**src/rtl/core/dde_pkg.sv**
```systemverilog
// Package for the digitizer event deframer: payload structs, job record
// passed from front to back, and fixed codes. No dependencies.
package dde_pkg;

  // Stream framing
  localparam logic [31:0] HEADER_WORD = 32'hFFFF_FFFF;
  localparam logic [11:0] SPC_RESET   = 12'd1248;

  // Longest waveform per channel; sample_index is sized for it
  localparam int MAX_SAMPLES = 2048;

  // Header word positions after the header
  localparam logic [3:0] HDR_IDLE   = 4'd0;
  localparam logic [3:0] HDR_FIRST  = 4'd1;
  localparam logic [3:0] HDR_TS_LO  = 4'd1;
  localparam logic [3:0] HDR_TS_HI  = 4'd2;
  localparam logic [3:0] HDR_ICNT   = 4'd3;
  localparam logic [3:0] HDR_EVCNT  = 4'd6;
  localparam logic [3:0] HDR_LAST   = 4'd7;

  // Input op codes
  localparam logic OP_WORD = 1'b0;
  localparam logic OP_END  = 1'b1;

  // Result kinds
  localparam logic KIND_SAMPLE  = 1'b0;
  localparam logic KIND_SUMMARY = 1'b1;

  // Summary status codes
  localparam logic [1:0] ST_GOOD    = 2'd0;
  localparam logic [1:0] ST_ZERO    = 2'd1;
  localparam logic [1:0] ST_MISSING = 2'd2;

  // Channel fed by the low half of slot 4
  localparam logic [3:0] CH_SLOT4 = 4'd8;
  localparam logic [2:0] SLOT4    = 3'd4;

  // Job queue depth between front and back
  localparam int JOB_Q_DEPTH = 4;

  // Config register index
  localparam logic REG_SPC = 1'b0;

  typedef struct packed {
    logic        op;
    logic [31:0] word;
  } in_item_t;

  typedef struct packed {
    logic        kind;
    logic [3:0]  channel;
    logic [10:0] sample_index;
    logic [15:0] sample_value;
    logic [63:0] timestamp;
    logic [31:0] internal_count;
    logic [31:0] event_count;
    logic [1:0]  status;
    logic        last;
  } out_item_t;

  typedef enum logic [1:0] {
    JOB_PAIR    = 2'd0,
    JOB_SINGLE  = 2'd1,
    JOB_SUMMARY = 2'd2
  } job_kind_t;

  // One job = all results caused by one input word
  typedef struct packed {
    job_kind_t   kind;
    logic [3:0]  channel;       // high-half channel of a pair, 8 for single
    logic [10:0] sample_index;
    logic [31:0] word;
    logic [63:0] timestamp;
    logic [31:0] internal_count;
    logic [31:0] event_count;
    logic [1:0]  status;
  } job_t;

endpackage

```
**src/rtl/core/dde_front.sv**
```systemverilog
// Front part of the deframer: classifies each accepted word, keeps the event
// state and produces one job per word that causes results. Uses dde_pkg.
module dde_front
  import dde_pkg::*;
(
  input  logic        clk,
  input  logic        rst_n,
  input  logic        item_acc,
  input  in_item_t    item,
  input  logic [11:0] spc,
  output logic        job_push,
  output job_t        job
);

  localparam int CNT_W = $clog2(8 * MAX_SAMPLES) + 1;

  logic [3:0]       hdr_pos_r,   hdr_pos_nxt;
  logic [CNT_W-1:0] data_cnt_r,  data_cnt_nxt;
  logic [31:0]      ts_lo_r,     ts_lo_nxt;
  logic [63:0]      event_ts_r,  event_ts_nxt;
  logic [31:0]      icnt_r,      icnt_nxt;
  logic [31:0]      evcnt_r,     evcnt_nxt;
  logic             ec_seen_r,   ec_seen_nxt;
  logic             zero_seen_r, zero_seen_nxt;

  logic [CNT_W-1:0] n_len;
  logic [CNT_W-1:0] limit;
  logic [CNT_W-1:0] need;
  logic [CNT_W-1:0] idx_full;
  logic [2:0]       slot;
  logic [15:0]      hi_half;
  logic [15:0]      lo_half;
  logic [1:0]       sum_status;

  // Effective length, clamped to 1..MAX_SAMPLES
  always_comb begin
    if (spc == 12'd0) begin
      n_len = CNT_W'(1);
    end else if (int'(spc) > MAX_SAMPLES) begin
      n_len = CNT_W'(MAX_SAMPLES);
    end else begin
      n_len = CNT_W'(spc);
    end
  end

  assign limit    = n_len << 3;
  assign need     = limit - CNT_W'(3);
  assign idx_full = data_cnt_r >> 3;
  assign slot     = data_cnt_r[2:0];
  assign hi_half  = item.word[31:16];
  assign lo_half  = item.word[15:0];

  // Summary status from the current event
  always_comb begin
    if (data_cnt_r < need) begin
      sum_status = ST_MISSING;
    end else if (zero_seen_r) begin
      sum_status = ST_ZERO;
    end else begin
      sum_status = ST_GOOD;
    end
  end

  // Classification and state update
  always_comb begin
    hdr_pos_nxt   = hdr_pos_r;
    data_cnt_nxt  = data_cnt_r;
    ts_lo_nxt     = ts_lo_r;
    event_ts_nxt  = event_ts_r;
    icnt_nxt      = icnt_r;
    evcnt_nxt     = evcnt_r;
    ec_seen_nxt   = ec_seen_r;
    zero_seen_nxt = zero_seen_r;

    job_push           = 1'b0;
    job.kind           = JOB_SUMMARY;
    job.channel        = 4'd0;
    job.sample_index   = 11'(idx_full);
    job.word           = item.word;
    job.timestamp      = event_ts_r;
    job.internal_count = icnt_r;
    job.event_count    = evcnt_r;
    job.status         = sum_status;

    if (item_acc) begin
      if (item.op == OP_END) begin
        // end of stream: summary always, then close the event
        job_push      = 1'b1;
        job.kind      = JOB_SUMMARY;
        data_cnt_nxt  = '0;
        zero_seen_nxt = 1'b0;
        event_ts_nxt  = '0;
        hdr_pos_nxt   = HDR_IDLE;
      end else if (item.word == HEADER_WORD) begin
        if (ec_seen_r) begin
          job_push      = 1'b1;
          job.kind      = JOB_SUMMARY;
          data_cnt_nxt  = '0;
          zero_seen_nxt = 1'b0;
          event_ts_nxt  = '0;
        end
        hdr_pos_nxt = HDR_FIRST;
      end else if (hdr_pos_r >= HDR_FIRST && hdr_pos_r <= HDR_LAST) begin
        // header words by position
        case (hdr_pos_r)
          HDR_TS_LO: ts_lo_nxt = item.word;
          HDR_TS_HI: event_ts_nxt = {item.word, ts_lo_r};
          HDR_ICNT:  icnt_nxt = item.word;
          HDR_EVCNT: begin
            evcnt_nxt   = item.word;
            ec_seen_nxt = 1'b1;
          end
          default: ;
        endcase
        hdr_pos_nxt = hdr_pos_r + 4'd1;
      end else if (data_cnt_r < limit) begin
        // data word; slots 5..7 only count
        if (slot < SLOT4) begin
          job_push    = 1'b1;
          job.kind    = JOB_PAIR;
          job.channel = {slot, 1'b1};
          if (hi_half == 16'd0 || lo_half == 16'd0) begin
            zero_seen_nxt = 1'b1;
          end
        end else if (slot == SLOT4) begin
          job_push    = 1'b1;
          job.kind    = JOB_SINGLE;
          job.channel = CH_SLOT4;
          if (lo_half == 16'd0) begin
            zero_seen_nxt = 1'b1;
          end
        end
        data_cnt_nxt = data_cnt_r + CNT_W'(1);
      end
    end
  end

  always_ff @(posedge clk) begin
    if (!rst_n) begin
      hdr_pos_r   <= HDR_IDLE;
      data_cnt_r  <= '0;
      ts_lo_r     <= '0;
      event_ts_r  <= '0;
      icnt_r      <= '0;
      evcnt_r     <= '1;
      ec_seen_r   <= 1'b0;
      zero_seen_r <= 1'b0;
    end else begin
      hdr_pos_r   <= hdr_pos_nxt;
      data_cnt_r  <= data_cnt_nxt;
      ts_lo_r     <= ts_lo_nxt;
      event_ts_r  <= event_ts_nxt;
      icnt_r      <= icnt_nxt;
      evcnt_r     <= evcnt_nxt;
      ec_seen_r   <= ec_seen_nxt;
      zero_seen_r <= zero_seen_nxt;
    end
  end

  // End of stream always closes the event
  a_end_clears: assert property (@(posedge clk) disable iff (!rst_n)
    (item_acc && item.op == OP_END) |=> (hdr_pos_r == HDR_IDLE && data_cnt_r == '0))
    else $error("end of stream did not clear the event");

  // Header position never walks past the data position
  a_hdr_range: assert property (@(posedge clk) disable iff (!rst_n)
    hdr_pos_r <= HDR_LAST + 4'd1)
    else $error("header position out of range");

  // Event counter marks once set stay set
  a_ec_sticky: assert property (@(posedge clk) disable iff (!rst_n)
    ec_seen_r |=> ec_seen_r)
    else $error("event counter seen flag dropped");

endmodule

```
**src/rtl/core/dde_job_queue.sv**
```systemverilog
// Short job queue between the front and back parts of the deframer.
// Register-based ring of JOB_Q_DEPTH entries. Uses dde_pkg.
module dde_job_queue
  import dde_pkg::*;
(
  input  logic clk,
  input  logic rst_n,
  input  logic wr_en,
  input  job_t wr_job,
  output logic full,
  input  logic rd_en,
  output job_t rd_job,
  output logic empty
);

  localparam int PTR_W = $clog2(JOB_Q_DEPTH);
  localparam int CNT_W = $clog2(JOB_Q_DEPTH + 1);

  job_t             mem_r [JOB_Q_DEPTH];
  logic [PTR_W-1:0] wr_ptr_r, wr_ptr_nxt;
  logic [PTR_W-1:0] rd_ptr_r, rd_ptr_nxt;
  logic [CNT_W-1:0] count_r,  count_nxt;
  logic             do_wr;
  logic             do_rd;

  assign full   = (count_r == CNT_W'(JOB_Q_DEPTH));
  assign empty  = (count_r == '0);
  assign do_wr  = wr_en && !full;
  assign do_rd  = rd_en && !empty;
  assign rd_job = mem_r[rd_ptr_r];

  // Pointer and fill count update
  always_comb begin
    wr_ptr_nxt = do_wr ? wr_ptr_r + PTR_W'(1) : wr_ptr_r;
    rd_ptr_nxt = do_rd ? rd_ptr_r + PTR_W'(1) : rd_ptr_r;
    count_nxt  = count_r;
    if (do_wr && !do_rd) begin
      count_nxt = count_r + CNT_W'(1);
    end else if (!do_wr && do_rd) begin
      count_nxt = count_r - CNT_W'(1);
    end
  end

  always_ff @(posedge clk) begin
    if (!rst_n) begin
      wr_ptr_r <= '0;
      rd_ptr_r <= '0;
      count_r  <= '0;
    end else begin
      wr_ptr_r <= wr_ptr_nxt;
      rd_ptr_r <= rd_ptr_nxt;
      count_r  <= count_nxt;
    end
  end

  // Storage, no reset needed
  always_ff @(posedge clk) begin
    if (do_wr) begin
      mem_r[wr_ptr_r] <= wr_job;
    end
  end

  a_no_overflow: assert property (@(posedge clk) disable iff (!rst_n)
    wr_en |-> !full)
    else $error("job written into a full queue");

  a_count_ptrs: assert property (@(posedge clk) disable iff (!rst_n)
    (count_r != CNT_W'(JOB_Q_DEPTH)) |-> (PTR_W'(wr_ptr_r - rd_ptr_r) == PTR_W'(count_r)))
    else $error("queue pointers disagree with fill count");

endmodule

```
**src/rtl/core/dde_back.sv**
```systemverilog
// Back part of the deframer: expands queued jobs into result items, one per
// cycle while the output register is free or popped, into it. Uses dde_pkg.
module dde_back
  import dde_pkg::*;
(
  input  logic      clk,
  input  logic      rst_n,
  input  logic      q_empty,
  input  job_t      q_head,
  output logic      q_pop,
  input  logic      pop,
  output logic      empty,
  output out_item_t out_item
);

  logic      out_valid_r, out_valid_nxt;
  out_item_t out_item_r;
  logic      second_half_r, second_half_nxt;
  logic      load;
  logic      job_done;
  out_item_t res;

  // Result for the current job and half
  always_comb begin
    res                = '0;
    job_done           = 1'b1;
    case (q_head.kind)
      JOB_PAIR: begin
        res.kind         = KIND_SAMPLE;
        res.sample_index = q_head.sample_index;
        if (second_half_r) begin
          res.channel      = q_head.channel - 4'd1;
          res.sample_value = q_head.word[15:0];
          res.last         = 1'b1;
        end else begin
          res.channel      = q_head.channel;
          res.sample_value = q_head.word[31:16];
          res.last         = 1'b0;
          job_done         = 1'b0;
        end
      end
      JOB_SINGLE: begin
        res.kind         = KIND_SAMPLE;
        res.channel      = q_head.channel;
        res.sample_index = q_head.sample_index;
        res.sample_value = q_head.word[15:0];
        res.last         = 1'b1;
      end
      JOB_SUMMARY: begin
        res.kind           = KIND_SUMMARY;
        res.timestamp      = q_head.timestamp;
        res.internal_count = q_head.internal_count;
        res.event_count    = q_head.event_count;
        res.status         = q_head.status;
        res.last           = 1'b1;
      end
      default: ;
    endcase
  end

  // Output register takes a new result when free or being popped
  assign load  = !out_valid_r || pop;
  assign q_pop = load && !q_empty && job_done;

  always_comb begin
    out_valid_nxt   = out_valid_r;
    second_half_nxt = second_half_r;
    if (load) begin
      out_valid_nxt = !q_empty;
      if (!q_empty) begin
        second_half_nxt = !job_done;
      end
    end
  end

  always_ff @(posedge clk) begin
    if (!rst_n) begin
      out_valid_r   <= 1'b0;
      second_half_r <= 1'b0;
    end else begin
      out_valid_r   <= out_valid_nxt;
      second_half_r <= second_half_nxt;
    end
  end

  always_ff @(posedge clk) begin
    if (load && !q_empty) begin
      out_item_r <= res;
    end
  end

  assign empty    = !out_valid_r;
  assign out_item = out_item_r;

  // Second half pending means a pair job still heads the queue
  a_half_pair: assert property (@(posedge clk) disable iff (!rst_n)
    second_half_r |-> (!q_empty && q_head.kind == JOB_PAIR))
    else $error("second half pending without a pair job");

endmodule

```
**src/rtl/core/digitizer_event_deframer.sv**
```systemverilog
// Digitizer event deframer: takes raw 32-bit stream words through a queue
// style input and returns per-channel samples and event summaries.
//
// Input channel: an item (op, word) is transferred when push is high and
//   full is low. op = 0 is a stream word, op = 1 ends the stream and closes
//   the current event. One word per cycle is taken while the job queue has
//   room.
// Result channel: the oldest result sits on out_item while empty is low and
//   is transferred when pop is high. A data word in slots 0..3 gives two
//   results (high half channel first), slot 4 gives one, a header after an
//   event counter or end of stream gives a summary.
// Path: each job passes through the job queue, then the output register.
// Throughput: one word per cycle in while the queue has room; one result per
//   cycle out while pop is high, so a run of two-result words fills the queue.
// Stall: when pop stays low the output register holds, the JOB_Q_DEPTH job
//   queue fills, then full rises and input stalls; nothing is dropped.
// Reset (rst_n low, synchronous): queues empty, event state cleared,
//   event counter all ones, samples_per_channel back to 1248.
// Config: samples_per_channel at byte address 0 of the APB-style port.
// Uses dde_pkg, dde_front, dde_job_queue, dde_back.
module digitizer_event_deframer
  import dde_pkg::*;
(
  input  logic        clk,
  input  logic        rst_n,
  // input channel
  input  logic        push,
  output logic        full,
  input  in_item_t    in_item,
  // result channel
  output logic        empty,
  input  logic        pop,
  output out_item_t   out_item,
  // configuration port
  input  logic        psel,
  input  logic        penable,
  input  logic        pwrite,
  input  logic [2:0]  paddr,
  input  logic [31:0] pwdata,
  output logic [31:0] prdata,
  output logic        pready
);

  logic [11:0] spc_r, spc_nxt;
  logic        cfg_wr;
  logic        in_acc;
  logic        job_push;
  job_t        job;
  logic        q_full;
  logic        q_empty;
  logic        q_pop;
  job_t        q_head;

  // Configuration register
  assign pready = 1'b1;
  assign cfg_wr = psel && penable && pwrite && pready && (paddr[2] == REG_SPC);
  assign spc_nxt = cfg_wr ? pwdata[11:0] : spc_r;
  assign prdata = (paddr[2] == REG_SPC) ? {20'd0, spc_r} : 32'd0;

  always_ff @(posedge clk) begin
    if (!rst_n) begin
      spc_r <= SPC_RESET;
    end else begin
      spc_r <= spc_nxt;
    end
  end

  // Input transfer
  assign full   = q_full;
  assign in_acc = push && !q_full;

  dde_front u_front (
    .clk      (clk),
    .rst_n    (rst_n),
    .item_acc (in_acc),
    .item     (in_item),
    .spc      (spc_r),
    .job_push (job_push),
    .job      (job)
  );

  dde_job_queue u_queue (
    .clk    (clk),
    .rst_n  (rst_n),
    .wr_en  (job_push),
    .wr_job (job),
    .full   (q_full),
    .rd_en  (q_pop),
    .rd_job (q_head),
    .empty  (q_empty)
  );

  dde_back u_back (
    .clk      (clk),
    .rst_n    (rst_n),
    .q_empty  (q_empty),
    .q_head   (q_head),
    .q_pop    (q_pop),
    .pop      (pop),
    .empty    (empty),
    .out_item (out_item)
  );

endmodule
```
**config.mk**
```make
export PLATFORM = sky130hd
export DESIGN_NAME = digitizer_event_deframer
export DESIGN_NICKNAME = d
export VERILOG_FILES = /design/src/rtl/core/dde_pkg.sv /design/src/rtl/core/dde_front.sv /design/src/rtl/core/dde_job_queue.sv /design/src/rtl/core/dde_back.sv /design/src/rtl/core/digitizer_event_deframer.sv
export SDC_FILE = /design/constraint.sdc
export NUM_CORES = 1
export LEC_CHECK = 0
export BUFFER_PORTS_ARGS = -buffer_cell sky130_fd_sc_hd__buf_2
export CAP_MARGIN = 30
export CORE_MARGIN = 2
export CORE_UTILIZATION = 60
export DETAILED_ROUTE_END_ITERATION = 10
export PLACE_DENSITY = 0.82
export SLEW_MARGIN = 20
export SYNTH_ARGS = -nofsm -noshare
export SYNTH_HDL_FRONTEND = slang
export SYNTH_HIERARCHICAL = 1
export SYNTH_SLANG_ARGS = --single-unit
```
**constraint.sdc**
```tcl
create_clock -name clk -period 12.7 [get_ports clk]
set_input_delay 2.54 -clock clk [delete_from_list [all_inputs] [get_ports clk]]
set_output_delay 2.54 -clock clk [all_outputs]
set_load 0.01 [all_outputs]
```
# --- Word level (Yosys, flattened, before mapping) ---
# Memories as Yosys holds them, arrays and structs flattened. A register that Yosys moved wholly into a read port is not among the register bits.
# Index checks and enable logic that the tools add are counted.
totals:
  n_memories: 1
  regBits: 365
  input_bits: 75
  mem_bits_rw: 716
op_classes:
  bitwise: 4
  n_eq_ne: 12
  n_addsub: 8
  mux: 57
  n_reduce_logical: 39
  magnitude_cmp: 6
mem_list:
  columns: ["name", "depth", "word_bits", "rd", "rd_clocked_by_memory_dff", "wr", "line_no", "rtl"]
  rows:
  - ["u_queue.mem_r", 4, 179, 1, 1, 1, "dde_job_queue.sv:19", "job_t mem_r [JOB_Q_DEPTH];"]
ops:
  columns: ["op", "n"]
  rows:
  - ["2-to-1 mux 64 bit", 5]
  - ["2-to-1 mux 15 bit", 5]
  - ["case mux 31 bit (2 select lines)", 1]
  - ["2-to-1 mux 12 bit", 3]
  - ["== test 32 bit, second input constant", 1]
  - ["zero test 16 bit", 2]
  - ["less-than comparator 15 bit", 2]
  - ["2-to-1 mux 6 bit", 5]
  - ["2-to-1 mux 4 bit", 6]
  - ["2-to-1 mux 1 bit", 23]
  - ["2-to-1 mux 16 bit", 1]
  - ["adder 15 x 1 -> 15 bit, second input constant", 1]
  - ["AND reduction 5 bit", 3]
  - ["subtractor 15 x 2 -> 15 bit, second input constant", 1]
  - ["greater-than comparator 12 bit, second input constant", 1]
  - ["zero test 12 bit", 1]
  - ["logical AND 1 bit", 11]
  - ["2-to-1 mux 2 bit", 5]
  - ["nonzero test 3 bit", 3]
  - ["== test 4 x 2 -> 1 bit, second input constant", 2]
  - ["AND reduction 4 bit", 2]
  - ["nonzero test 4 bit", 2]
  - ["AND reduction 7 bit", 1]
  - ["== test 3 bit, second input constant", 2]
  - ["other kinds (24)", 37]

# --- Longest topological paths before layout ---
logic_depth:
  ltp_word: 14
  depth_mapped: 21
  mapped_depth_nobuf: 20

# --- Hierarchy ---
# The synthesis kept the hierarchy.
by_module_without_submodules:
  columns: ["mod", "cells_each", "seq_area_each_um2", "area_each_um2", "n_inst"]
  rows:
  - ["dde_job_queue", 983, 21680.8, 26282.7, 1]
  - ["dde_front", 969, 3623.5, 8101.5, 1]
  - ["dde_back", 375, 4934.7, 6349.8, 1]
  - ["digitizer_event_deframer", 90, 240.2, 768.2, 1]

# --- Least setup slack after synthesis ---
# Ideal clock, no wire load.
synth_timing:
  path_kind: "input to register"
  from: "input pop"
  to: "register u_back.out_item_r, in the netlist u_back/out_item[0] (enable)"
  setup_slack_ns: 2.634
  setup_ns: 0.689
  n_path_buf: 0
  path_stages: 2
  arrival_ns: 9.377
  cell_sequence: "nor2b_1 nor2_1"
synth_between:
  elab_chain_cells: 2
synth_lines:
  columns: ["item", "line_no", "rtl"]
  rows:
  - ["from (decl)", "digitizer_event_deframer.sv:32", "input logic pop,"]
  - ["logical OR 1 bit", "dde_back.sv:62", "assign load = !out_valid_r || pop;"]
  - ["logical AND 1 bit", "dde_back.sv:87", "if (load && !q_empty) begin"]
  - ["to (signal assigned)", "dde_back.sv:88", "out_item_r <= res;"]
  - ["to (decl)", "dde_back.sv:17", "out_item_t out_item_r;"]
# Every way passes these cells.
# A chain may end at the register's enable or synchronous reset.

# --- Worst setup path after layout ---
layout_timing:
  from: "input in_item[9] in the netlist's numbering"
  to: "memory u_queue/mem_r[2][13] in the netlist's numbering (enable)"
layout_between:
  elab_chain_cells: 7
layout_lines:
  columns: ["item", "line_no", "rtl"]
  rows:
  - ["from (decl)", "digitizer_event_deframer.sv:29", "input in_item_t in_item,"]
  - ["== test 32 bit", "dde_front.sv:94", "end else if (item.word == HEADER_WORD) begin"]
  - ["2-to-1 mux 1 bit", "dde_front.sv:94", null]
  - ["2-to-1 mux 1 bit", "dde_front.sv:86", "if (item.op == OP_END) begin"]
  - ["2-to-1 mux 1 bit", "dde_front.sv:85", "if (item_acc) begin"]
  - ["named net job_push", "digitizer_event_deframer.sv:47", "logic job_push;"]
  - ["logical AND 1 bit", "dde_job_queue.sv:28", "assign do_wr = wr_en && !full;"]
  - ["2-to-1 mux 1 bit", "dde_job_queue.sv:58", "if (do_wr) begin"]
  - ["2-to-1 mux 1 bit (not written as such)", "dde_job_queue.sv:59", "mem_r[wr_ptr_r] <= wr_job;"]
  - ["to (decl)", "dde_job_queue.sv:19", null]
# The timed path passes the listed nets, and every way through them passes these cells.

==> results.md <==
* DRC Markers at 0
* CTS Buffer Depth at 3
* Min-delay worst type: flop to flop
* Power Density at 216 mW/mm²
* Crit-path max FO at 150
* Synth unique cells at 63
* Resize count post-CTS at 0
* WS Path Type: input pin to flop
* Uppermost layer routed: met5
* Final WL at 91500 µm
* Largest stage delay on the critical path at 0.81 ns
* Root buf cell: clkbuf_16
* Total Nets Final at around 2700
* Status: complete, no violations
* Die width at 267 µm
* Switching power at 2760 µW
* Die area at ~0.071 mm²
* RSZ-0062 raised after global routing: no
* Largest net degree at the start of global routing at around 150
* Mean Syn Cell Area at between 15 and 20 µm²
* Setup TNS at 0 ns
* Arrival time worst endpoint at about 6.4 ns
* Setup bufs post-CTS at 0
* CP dominant cell by count: a21oi_1
* Slew Limit Fails at 0
* Actual slew at the worst max-slew pin at 0.999 ns
* First-pass DRT Iterations at 6
* GR Overflow Total at 0
* Fmax at roughly 160 MHz
* CP startpoint kind: input pin
* Crit path cell chain: buf_2, nand4_1, nor4_2, and2_1, a21oi_1, a21oi_1, nor2b_1, and2_4, buf_12
* GRT Total Usage at 0.260
* Filler instances at 4175
* CTS tree: done
* Post-synthesis async set-or-reset flop share at 0
* CTS H-Tree Depth at 3
* Vias in the first global route at between 20000 and 25000
* Initial Utilization at 0.605
* Final hold slack at 0.463 ns
* I/O pins at 273
* Data required time of the worst path at 12.98 ns
* Worst path top cell family by delay: simple AND/OR/NAND/NOR gates
* Int Pwr at 7310 µW
* CP endpoint kind: flop
* Initial antenna violation count at 4
* WL per Instance at between 20 and 30 µm
* Clock share of power at 0.310
* Mapped Area at 0.0415 mm²
* CTS clk-pin slew, worst paths at 0.06 ns
* Final Power at 10100 µW
* Synth Instances at 2417
* Static leakage at approximately 0.016 µW
* Yosys warning count at 6
* First-pass GRT wire length at 137000 µm
* DP HPWL at 50500 µm
* Site row count at 96
* Hold Startpoint: u_front/ts_lo_r[9]$_SDFFE_PN0P_
* Post-DRT Antenna Nets at 0
* Reg2reg start: spc_r[4]$_SDFFE_PN0P_
* Core area at 0.0686 mm²
* Worst IR Drop VDD at roughly 0.16 mV
* Tcrit/Tclk final at 0.479
* Final setup viols at 0
* Sequential share of power at 0.482
* Via density at 6.11
* Wire length on met2 at between 40000 and 50000 µm
* Final Hold Viols at 0
* DIE HEIGHT at 267 µm
* Critical Path Start: in_item[9]
* Met3 wire length at 8850 µm
* Top cell type's share of synthesized area at 0.636
* Vias post-DR at 22200
* Flops & latches, synth at between 1000 and 1500
* Hold_buf cts at 0
* Layout cells sized above 1 at 0.231
* Number of synthesized flops with an enable pin at 879
* Sw Ratio at 0.274
* Rel. slew slack at 0.334
* Seq/Total Area, Yosys at 0.734
* Skew final at 0.0289 ns
* Tmin final at 6.08 ns
* Maxcap violations at 0
* Worst Path Buf+Inv at 2
* Area leader, netlist: edfxtp_1
* TritonCTS buffer count at ~100
* M1 WL at 33200 µm
* Largest cells by area after synthesis: edfxtp_1, dfxtp_1, mux4_2, and2_1, mux2i_1
* 1st-iter DRT viols at 2399
* Comb pwr share at 0.208
* # port buffers at 229
* CTS sink cnt at 1083
* Placer Congestion at 0.814
* Worst skew pair latency at ~0.69 ns
* P&R area growth vs syn at 12.4%
* Post-synth top flop: edfxtp_1
* CP max-delay cell: buf_12
==> power by group through the flow <==
stage	sequential (µW)	clock [µW]	combinational (µW)
6_report	4850	3130	2090
3_3_place_gp	4890	0	2020
3_5_place_dp	4920	0	2090
4_1_cts	4860	3170	2110
5_1_grt	4900	3300	2240
2_1_floorplan	5080	0	1270
==> cells in the mapped netlist, types with 2 or more instances <==
master / count
buf_4: 73
edfxtp_1: 879
buf_8: 2
o41ai_1: 2
o21a_1: 2
ha_1: 40
mux2i_1: 81
or3_1: 5
nor4_1: 8
nand2b_1: 3
nand4_1: 19
inv_1: 21
conb_1: 3
buf_1: 4
and2b_1: 9
o31ai_1: 6
o211ai_1: 2
xor2_1: 6
nor2_1: 92
nor3_1: 13
o221a_2: 4
a21boi_0: 3
or4_1: 6
xnor2_1: 6
and4_1: 3
nor3b_1: 2
nand2_1: 181
buf_6: 18
clkbuf_1: 66
o21ai_0: 22
mux4_2: 179
buf_2: 29
a22o_1: 20
and2_1: 141
nand3_1: 100
dfxtp_1: 204
a21oi_1: 98
nor4b_4: 2
nor4_2: 2
and3_1: 5
a41oi_1: 2
nor2b_1: 32
a211oi_1: 2
==> cell type report <==
type,instances,area (µm²),area share
sequential,1083,30500,0.653
multi-input combinational,1137,9870,0.211
clock buffer,142,2860,0.0614
timing repair buffer,258,1540,0.0330
tap,931,1160,0.0250
clock inverter,51,639,0.0137
inverter,22,85.1,0.00182
antenna,2,5.00,0.000107
==> kinds of logic (layout without fill, tap and decap cells) <==
kind of cell / after synthesis / in the layout / share of synthesized area
flops: 1083 / 1083 / 0.734
simple gates: 628 / 628 / 0.0770
mux: 260 / 260 / 0.117
buf+inv: 216 / 473 / 0.0311
compound gates: 174 / 174 / 0.0255
fa+ha+maj: 41 / 41 / 0.0125
xor+xnor: 12 / 12 / 0.00253
other cells: 3 / 24 / 0.000271
==> registers in the layout (all words and copies together) (netlist names), 3 cells and up, named ones only <==
register,flops
u_front/data_cnt_r,15
u_queue/mem_r,716
u_front/ts_lo_r,32
u_queue/count_r,3
u_front/evcnt_r,32
u_front/event_ts_r,64
spc_r,12
u_front/hdr_pos_r,4
u_back/out_item,163
u_front/icnt_r,32
==> per-stage QoR <==
stage / std cells / util / cell area (µm²) / worst slack [ns]
3_3_place_gp: 3423 / 0.626 / 43000 / 5.97
3_5_place_dp: 3429 / 0.628 / 43100 / 5.86
2_1_floorplan: 2436 / - / 41600 / 2.63
6_report: 3626 / 0.680 / 46700 / 6.62
5_1_grt: 3625 / 0.680 / 46600 / 6.62
4_1_cts: 3622 / 0.679 / 46600 / 6.55
==> placed cells by master (no fill, tap or decap), types with 4 or more instances in the layout <==
| cell type | instances |
|---|---|
| a21oi_1 | 97 |
| a22o_1 | 20 |
| and2_1 | 137 |
| and2_4 | 4 |
| and2b_1 | 9 |
| and3_1 | 5 |
| buf_12 | 6 |
| buf_16 | 5 |
| buf_2 | 229 |
| buf_4 | 17 |
| bufinv_16 | 11 |
| clkbuf_1 | 25 |
| clkbuf_16 | 103 |
| clkbuf_8 | 14 |
| clkinv_1 | 10 |
| clkinv_2 | 20 |
| conb_1 | 22 |
| dfxtp_1 | 202 |
| edfxtp_1 | 879 |
| ha_1 | 39 |
| inv_1 | 21 |
| mux2i_1 | 81 |
| mux4_2 | 179 |
| nand2_1 | 181 |
| nand3_1 | 100 |
| nand4_1 | 19 |
| nor2_1 | 91 |
| nor2b_1 | 32 |
| nor3_1 | 12 |
| nor4_1 | 8 |
| o21ai_0 | 22 |
| o221a_2 | 4 |
| o31ai_1 | 6 |
| or3_1 | 5 |
| or4_1 | 6 |
| xnor2_1 | 6 |
| xor2_1 | 6 |
==> worst register-to-register path: stages (launching register included) <==
cell	delay [ns]
dfxtp_1	0.42
nor4_1	0.53
nand4_1	0.27
o31ai_1	0.33
nand2_1	0.11
ha_1	0.29
and4_1	0.20
nand2_1	0.06
a21oi_1	0.04
a211o_1	0.37
nor2_1	0.13
nand2_1	0.06
a21oi_1	0.25
nor2b_1	0.51
and2_4	0.60
buf_12	0.82
==> per-layer routing <==
metal,vias to the layer above,GRT usage
li1,9525,-
met1,11200,0.330
met2,1268,0.434
met3,208,0.0590
met4,6,0.109
met5,-,0
==> worst paths after layout <==
check / cells past startpoint / slack [ns] / to
setup / recovery: 9 / 6.62 / u_queue/mem_r[2][13]$_DFFE_PP_
setup reg to reg: 15 / 7.22 / u_queue/mem_r[2][13]$_DFFE_PP_
hold reg to reg: 2 / 0.46 / u_front/event_ts_r[9]$_SDFFE_PN0P_
hold / removal: 2 / 0.46 / u_front/event_ts_r[9]$_SDFFE_PN0P_
Power figures use the tool's default switching activity.
